<file path="config.mk">
export PLATFORM = sky130hd
export DESIGN_NAME = rhh_div_cell
export DESIGN_NICKNAME = d
export VERILOG_FILES = /design/src/rtl/core/rhh_pkg.sv /design/src/rtl/core/rhh_div_cell.sv
export SDC_FILE = /design/constraint.sdc
export NUM_CORES = 1
export LEC_CHECK = 0
export BUFFER_PORTS_ARGS = -buffer_cell sky130_fd_sc_hd__buf_4
export CORE_ASPECT_RATIO = 1.1
export CORE_UTILIZATION = 29
export DETAILED_ROUTE_END_ITERATION = 16
export HOLD_SLACK_MARGIN = 0.08
export PLACE_DENSITY = 0.67
export SETUP_SLACK_MARGIN = 0.05
export SYNTH_ARGS = -nofsm -noshare
export SYNTH_HDL_FRONTEND = slang
export SYNTH_SLANG_ARGS = --single-unit
export TNS_END_PERCENT = 100
</file>
<file path="constraint.sdc">
create_clock -name clk_i -period 0.8 [get_ports clk_i]
set_input_delay 0.08 -clock clk_i [delete_from_list [all_inputs] [get_ports clk_i]]
set_output_delay 0.08 -clock clk_i [all_outputs]
set_load 0.05 [all_outputs]
</file>
<file path="src/rtl/core/rhh_pkg.sv">
// ----------------------------------------------------------------------------
// rhh_pkg: shared types and constants for the RGB to HSV/HSL converter
// Holds the color width, hue scale, result widths and the hue sector enum.
// ----------------------------------------------------------------------------
package rhh_pkg;

  localparam int unsigned ColorBitsDef = 8;
  localparam int unsigned HueUnit      = 3840;  // 64 * 60
  localparam int unsigned HueW         = 15;
  localparam int unsigned SatW         = 17;

  typedef enum logic [1:0] {
    SECT_RED_POS = 2'd0,
    SECT_RED_NEG = 2'd1,
    SECT_GREEN   = 2'd2,
    SECT_BLUE    = 2'd3
  } sector_e;

endpackage

</file>
<file path="src/rtl/core/rhh_div_cell.sv">
// ----------------------------------------------------------------------------
// rhh_div_cell: one restoring-division step for three quotients at once
// Each cell produces one quotient bit of hue, hsv and hsl saturation.
// ----------------------------------------------------------------------------
module rhh_div_cell import rhh_pkg::*; #(
  parameter int unsigned CB = ColorBitsDef,
  parameter int unsigned NumW = 24,
  parameter int unsigned QW = 17,
  parameter int unsigned Shift = 0
) (
  input  logic              clk_i,
  input  logic              rst_ni,
  input  logic              vld_i,
  input  logic [NumW-1:0]   hn_i,
  input  logic [CB-1:0]     hd_i,
  input  logic [QW-1:0]     hq_i,
  input  logic [NumW-1:0]   vn_i,
  input  logic [CB-1:0]     vd_i,
  input  logic [QW-1:0]     vq_i,
  input  logic [NumW-1:0]   ln_i,
  input  logic [CB-1:0]     ld_i,
  input  logic [QW-1:0]     lq_i,
  input  logic [CB-1:0]     mx_i,
  input  logic [CB:0]       sum_i,
  input  logic              ok_i,
  output logic              vld_o,
  output logic [NumW-1:0]   hn_o,
  output logic [CB-1:0]     hd_o,
  output logic [QW-1:0]     hq_o,
  output logic [NumW-1:0]   vn_o,
  output logic [CB-1:0]     vd_o,
  output logic [QW-1:0]     vq_o,
  output logic [NumW-1:0]   ln_o,
  output logic [CB-1:0]     ld_o,
  output logic [QW-1:0]     lq_o,
  output logic [CB-1:0]     mx_o,
  output logic [CB:0]       sum_o,
  output logic              ok_o
);

  logic [NumW-1:0] hs_w, vs_w, ls_w;
  logic hb, vb, lb;
  logic [NumW-1:0] hn_d, vn_d, ln_d;

  assign hs_w = NumW'(hd_i) << Shift;
  assign vs_w = NumW'(vd_i) << Shift;
  assign ls_w = NumW'(ld_i) << Shift;
  // shifted divisor must not lose bits: compare with full-width guard
  assign hb = ((NumW+CB)'(hn_i) >= ((NumW+CB)'(hd_i) << Shift));
  assign vb = ((NumW+CB)'(vn_i) >= ((NumW+CB)'(vd_i) << Shift));
  assign lb = ((NumW+CB)'(ln_i) >= ((NumW+CB)'(ld_i) << Shift));
  assign hn_d = hb ? hn_i - hs_w : hn_i;
  assign vn_d = vb ? vn_i - vs_w : vn_i;
  assign ln_d = lb ? ln_i - ls_w : ln_i;

  always_ff @(posedge clk_i or negedge rst_ni) begin
    if (!rst_ni) begin
      vld_o <= 1'b0;
    end else begin
      vld_o <= vld_i;
    end
  end

  always_ff @(posedge clk_i) begin
    hn_o  <= hn_d;
    vn_o  <= vn_d;
    ln_o  <= ln_d;
    hd_o  <= hd_i;
    vd_o  <= vd_i;
    ld_o  <= ld_i;
    hq_o  <= hq_i | (QW'(hb) << Shift);
    vq_o  <= vq_i | (QW'(vb) << Shift);
    lq_o  <= lq_i | (QW'(lb) << Shift);
    mx_o  <= mx_i;
    sum_o <= sum_i;
    ok_o  <= ok_i;
  end

endmodule

</file>
==> flow_metrics.py, run 1 <==
metrics = {
    "worst_setup_path": {
        "critPathCaptureType": "flip-flop",
        "worst-path-buf-inv": 1,
        "critical-path-slowest-cell": "sky130_fd_sc_hd__or4b_4",
        "critical_path.top_delay_family": "simple AND/OR/NAND/NOR gates",
        "crit_type": "primary input to flip-flop",
        "critical-path-top-cell-by-count": "sky130_fd_sc_hd__or4_4",
        "worst_path_largest_cell_delay_ns": 0.55,
        "path_max_fanout": 5,
        "worstSetupPathDepth": 7,
        "cp_cell_sequence": "buf_6 -> or4_4 -> or4_4 -> or4b_4 -> o211ai_4 -> nor4_1 -> xor2_1",
        "cp.required_ns": 1.10,
        "worst-endpoint-arrival_ns": 2.30,
        "worstSetupStartpointType": "primary input",
    },
    "floorplanning": {
        "design.core.area_sq_um": 19300,
        "dieArea_sq_um": 20520,
        "ioPinCount": 334,
        "initial_core_util_pct": 29.98,
        "floorplan.rows": 53,
        "die-height_microns": 150.1,
        "die_w_microns": 136.7,
    },
    "timing": {
        "layout_worst_path_cycle_share_pct": 249.1,
        "layout_setup_ws_ns": -1.193,
        "setup_viol": 241,
        "final-hold-violation-count": 11,
        "period_needed_ns": 1.993,
        "slew_headroom_pct": 57.26,
        "slew_violations": 0,
        "finalHoldWorstSlack_ns": -0.2500,
        "setup_repair_after_global_routing_missed_its_margin": "yes",
        "worstMarginPinSlew_ns": 0.6387,
        "max_freq_mhz": 501.8,
    },
    "logic_synthesis": {
        "asyncSetResetFlopFracSynth_pct": 0.6024,
        "synth_edf_count": 0,
        "synth_seq_area_share_pct": 57.53,
        "ys.warnings.count": 0,
        "synth_cells": 534,
        "synth.area.top_cells": "sky130_fd_sc_hd__dfxtp_1 57%, sky130_fd_sc_hd__xor2_1 5.4%, sky130_fd_sc_hd__ha_1 5.2%",
        "synth_seq_cells": 166,
        "yosysMostFrequentCell": "sky130_fd_sc_hd__dfxtp_1",
        "synth.net_count": 729,
        "ys_dominant_reg_cell": "sky130_fd_sc_hd__dfxtp_1",
        "synthTopCellsByCount": "165 x sky130_fd_sc_hd__dfxtp_1, 36 x sky130_fd_sc_hd__xor2_1, 34 x sky130_fd_sc_hd__nor2_1, 32 x sky130_fd_sc_hd__inv_1, 26 x sky130_fd_sc_hd__nand2_1",
        "synth_top_cell_by_area": "sky130_fd_sc_hd__dfxtp_1",
        "synthesized_area_sq_um": 5786,
        "yosys.area.top_type_share_pct": 57.09,
        "synth.lib_cells_used.distinct": 52,
        "postSynthAreaPerCell_sq_um": 10.83,
    },
    "detailed_routing": {
        "route.vias.total": 6603,
        "ratio_of_routed_vias_to_standard_cells": 4.582,
        "drt_iter0_drc": 149,
        "detailedRoute.firstPassIterationCount": 4,
        "drc": 0,
        "routed_wl_microns": 26120,
        "routed_wire_length_per_instance_microns": 18.12,
        "ant_nets": 0,
    },
    "cells_and_area": {
        "post-route-util_pct": 73.15,
        "inserted_diodes": 0,
        "drive_above_1_share_pct": 66.33,
        "final_net_count": 1376,
        "synthToLayoutAreaGrowth_pct": 144.0,
    },
    "placed_design": {
        "place_congestion": 0.7924,
        "numPortBuffers": 333,
        "dpl.hpwl_microns": 15060,
    },
    "clock_network": {
        "ctsRootBufferMaster": "sky130_fd_sc_hd__clkbuf_16",
        "clk_path_buf_depth": 2,
        "cts_tree": "built",
        "count_of_h_tree_levels_built_during_cts": 4,
        "numCtsBuffers": 17,
        "cts.sink_count": 166,
        "clk_pin_slew_worst_paths_ns": 0.08,
    },
    "run_status": {
        "run_status": "finished, violations left",
        "failed_checks": "negative hold slack, negative setup slack",
    },
    "global_routing": {
        "first_pass_grt_wire_length_microns": 38090,
        "grt.total_usage_pct": 24.53,
        "grt_pass1_vias": 7006,
        "grt_remaining_overflow": 0,
        "pin_count_of_the_biggest_net_entering_global_routing": 21,
        "grt_antenna_before_repair": 0,
    },
    "power": {
        "power_density_nw_per_um2": 1861,
        "power.ir.vdd_worst_v": 0.001406,
        "total_leakage_power_nw": 6.326,
    },
    "job": {
        "max-cap-violations": 0,
    },
    "min_path": {
        "worstHoldPathCells": 1,
        "hold_class": "primary input to flip-flop",
    },
}
==> layer usage <==
metal	vias to the layer above	GRT usage (%)	part of all wire [%]
li1	3138	-	-
met1	3148	24.88	35
met2	259	47.72	56
met3	58	5.623	6.0
met4	0	9.444	3.4
met5	-	0	0
==> per-stage QoR <==
| stage | total power, W | setup TNS (ns) | area, sq um | std cells | setup WS [ns] |
|---|---|---|---|---|---|
| 2_1_floorplan | 0.01285 | -91.50 | 6157 | 534 | -1.590 |
| 3_3_place_gp | 0.01544 | -102.02 | 9811 | 1229 | -1.683 |
| 3_5_place_dp | 0.01551 | -103.40 | 9811 | 1229 | -1.729 |
| 4_1_cts | 0.02591 | -101.33 | 13670 | 1430 | -1.167 |
| 5_1_grt | 0.02718 | -109.73 | 14120 | 1441 | -1.256 |
| 6_report | 0.02627 | -101.43 | 14120 | 1441 | -1.193 |
==> timing repair <==
action / CTS / global route
setup buffers: 14 / 12
cloned: 4 / 0
endpoints found under the hold margin: 167 / 21
hold buffers: 152 / 2
pin swaps: 34 / 22
endpoints found under the setup margin: 241 / 241
resized for setup: 519 / 86
==> logic make-up after synthesis <==
kind of cell	count (synthesis)	synth area share (%)
buffers and inverters	41	2.790
AND/OR/NAND/NOR	157	14.66
XOR/XNOR	57	8.629
multiplexers	7	1.319
AO/OA/AOI/OAI	79	8.846
flip-flops	166	57.53
adder cells (fa/ha/maj)	27	6.228
==> final timing paths <==
path	start	to	slack [ns]
max	ln_i[9]	ln_o[15]$_DFF_P_	-1.19
min	hd_i[0]	hd_o[0]$_DFF_P_	-0.25
max in group asynchronous	rst_ni	vld_o$_DFF_PN0_	0.17
min in group asynchronous	rst_ni	vld_o$_DFF_PN0_	0.50
==> report_power, final <==
part	switching (W)	internal, W	total (W)	leakage, nW
clock	0.00427	0.00429	0.00857	0.300
sequential	0.000457	0.00906	0.00952	1.40
combinational	0.00422	0.00396	0.00818	4.62
==> state kept, by name (all words and copies together), names as in the netlist <==
register	cells
sum_o	9
hd_o	8
ok_o	1
vn_o	24
vd_o	8
vld_o	1
lq_o	17
ln_o	24
ld_o	8
hq_o	17
hn_o	24
vq_o	17
mx_o	8
==> cell type report <==
type                       count  area [sq um]
clock buffer                  17         425.4
clock inverter                15         198.9
fill                        1158          5181
inverter                      32         132.6
multi-input combinational    328          2990
sequential                   166          3538
tap                          247         309.0
timing repair buffer         636          6521
==> layout by cell type (no fill, tap or decap), drive strengths merged, types with 6 or more instances in the layout <==
| cell type | instances |
|---|---|
| clkinv | 9 |
| xnor2 | 21 |
| a21o | 8 |
| or3 | 11 |
| nor3 | 21 |
| a21oi | 18 |
| or2 | 8 |
| nor2 | 35 |
| buf | 482 |
| nand4 | 6 |
| xor2 | 36 |
| clkbuf | 17 |
| ha | 24 |
| nand2b | 8 |
| inv | 38 |
| o21ai | 24 |
| dlygate4sd3 | 154 |
| nor4 | 13 |
| or4 | 8 |
| nand2 | 26 |
| dfxtp | 165 |
Note: power is estimated with default switching activity, not from simulation.
==> inputs of run 2 (changes only) <==
CTS_BUF_LIST = sky130_fd_sc_hd__clkbuf_16   (was not set)
CTS_CLUSTER_SIZE = 30   (was not set)
REMOVE_ABC_BUFFERS = 1   (was not set)
==> run 2 against run 1 <==
Net effect: first-iteration DRC count rose by 110%; die area unchanged; final cell count grew 1.2%; clock power is 1% higher; cell area up 2.1%; critical path depth grew 1; hold slack improved by 0.018 ns; largest cell class unchanged; sequential power hardly changed; fmax decreased by 1.6%; via count grew 4.8%; the flow still finishes with violations (negative hold slack, negative setup slack); global-route usage shrank 0.14 points; largest power group unchanged; flip-flop and latch count is the same.
==> flow_metrics.py, run 2 (synthesis results as in run 1) <==
metrics = {
    "run_status": {
        "run_status": "finished, violations left",
        "failed_checks": "negative hold slack, negative setup slack",
    },
    "worst_setup_path": {
        "critPathCaptureType": "flip-flop",
        "critical-path-top-cell-by-count": "sky130_fd_sc_hd__or4_4",
        "cp_cell_sequence": "buf_6 -> or4_4 -> or4_4 -> or4b_4 -> o211ai_4 -> buf_12 -> nor3_1 -> xor2_1",
        "worst_path_largest_cell_delay_ns": 0.54,
        "worstSetupStartpointType": "primary input",
        "critical-path-slowest-cell": "sky130_fd_sc_hd__or4b_4",
        "cp.required_ns": 1.09,
        "worst-endpoint-arrival_ns": 2.31,
        "path_max_fanout": 8,
        "crit_type": "primary input to flip-flop",
    },
    "floorplanning": {
        "initial_core_util_pct": 29.98,
        "dieArea_sq_um": 20520,
        "die-height_microns": 150.1,
        "ioPinCount": 334,
        "die_w_microns": 136.7,
        "floorplan.rows": 53,
        "design.core.area_sq_um": 19300,
    },
    "timing": {
        "max_freq_mhz": 494.0,
        "period_needed_ns": 2.024,
        "layout_worst_path_cycle_share_pct": 253.0,
        "finalHoldWorstSlack_ns": -0.2318,
        "setup_viol": 241,
        "slew_violations": 0,
        "setup_repair_after_global_routing_missed_its_margin": "yes",
        "slew_headroom_pct": 66.49,
        "fin_setup_tns_ns": -105.77,
        "final-hold-violation-count": 13,
        "layout_setup_ws_ns": -1.224,
        "worstMarginPinSlew_ns": 0.4980,
    },
    "power": {
        "total_leakage_power_nw": 6.477,
        "power_density_nw_per_um2": 1847,
        "power.ir.vdd_worst_v": 0.001599,
        "p_total_w": 0.02663,
    },
    "detailed_routing": {
        "routed_wl_microns": 28700,
        "route.vias.total": 6919,
        "detailedRoute.firstPassIterationCount": 5,
        "ratio_of_routed_vias_to_standard_cells": 4.746,
        "routed_wire_length_per_instance_microns": 19.68,
        "ant_nets": 0,
        "drt_iter0_drc": 311,
        "drc": 0,
    },
    "global_routing": {
        "grt_antenna_before_repair": 2,
        "first_pass_grt_wire_length_microns": 37780,
        "grt_pass1_vias": 7262,
        "pin_count_of_the_biggest_net_entering_global_routing": 21,
        "grt_remaining_overflow": 0,
        "grt.total_usage_pct": 24.39,
    },
    "clock_network": {
        "clk_pin_slew_worst_paths_ns": 0.08,
        "cts_tree": "built",
        "cts.sink_count": 166,
        "ctsRootBufferMaster": "sky130_fd_sc_hd__clkbuf_16",
        "numCtsBuffers": 17,
        "clk_path_buf_depth": 2,
        "count_of_h_tree_levels_built_during_cts": 4,
    },
    "cells_and_area": {
        "n_fill_cell": 1123,
        "post-route-util_pct": 74.69,
        "biggestRegsByFlops": "hn_o (24), ln_o (24), vn_o (24)",
        "synthToLayoutAreaGrowth_pct": 149.1,
        "drive_above_1_share_pct": 68.40,
        "final_cell_mix": "292 x sky130_fd_sc_hd__buf_4, 164 x sky130_fd_sc_hd__dfxtp_2, 152 x sky130_fd_sc_hd__dlygate4sd3_1",
        "final_net_count": 1391,
        "most_common_cell_after_layout_fill_and_taps_aside": "sky130_fd_sc_hd__buf_4",
    },
    "min_path": {
        "hold_class": "primary input to flip-flop",
    },
    "placed_design": {
        "place_congestion": 0.8560,
        "place_worst_setup_slack_ns": -1.697,
        "dpl.hpwl_microns": 14950,
        "numPortBuffers": 333,
    },
    "job": {
        "max-cap-violations": 0,
    },
}
-- run 2: final cells by class --
cell class / count / area, sq um / share of cell area [%]
multi-input combinational: 327 / 3087 / 21.41
sequential: 166 / 3537 / 24.54
antenna: 2 / 5.005 / 0.03472
tap: 247 / 309.0 / 2.144
timing repair buffer: 652 / 6721 / 46.63
clock inverter: 15 / 198.9 / 1.380
inverter: 32 / 130.1 / 0.9028
clock buffer: 17 / 425.4 / 2.951
-- run 2: per-stage QoR --
stage / instance area (sq um) / cells / hold slack, ns
6_report: 14410 / 1458 / -0.2318
3_5_place_dp: 9554 / 1236 / -0.1440
2_1_floorplan: 5744 / 525 / -0.2156
3_3_place_gp: 9554 / 1236 / -0.1443
4_1_cts: 13630 / 1430 / -0.2543
5_1_grt: 14410 / 1458 / -0.2474
-- run 2: final timing paths --
path / from / to / slack [ns] / depth (start not counted)
max in group asynchronous: rst_ni / vld_o$_DFF_PN0_ / 0.12 / 3
min: ld_i[0] / ld_o[0]$_DFF_P_ / -0.23 / 1
max: ln_i[9] / ln_o[11]$_DFF_P_ / -1.22 / 8
min in group asynchronous: rst_ni / vld_o$_DFF_PN0_ / 0.56 / 3
-- run 2: timing repair --
item,4_1_cts,5_1_grt
gates resized for setup,576,125
hold buffers,149,4
gates cloned,2,3
hold endpoints to repair,167,26
setup buffers,13,23
endpoints found under the setup margin,241,241
pin swaps,38,49
-- run 2: report_power, final --
| group | switching [W] | internal (W) |
|---|---|---|
| logic | 0.00435 | 0.00409 |
| registers | 0.000461 | 0.00907 |
| clock network | 0.00434 | 0.00432 |
| total | 0.00914 | 0.0175 |
-- run 2: routing by layer --
layer  vias to the layer above  global-route usage (%)  wire, microns
met5                         -                       0              0
met4                         0                   12.39           1450
met3                       111                   6.465           2187
met2                       364                   46.42          15410
met1                      3278                   23.91           9650
li1                       3166                       -              -
-- run 2: critical path, delay by kind of cell --
family	cells	cell delay (ns)
AND/OR/NAND/NOR	4	1.64
buffers and inverters	2	0.24
AO/OA/AOI/OAI	1	0.20
XOR/XNOR	1	0.15
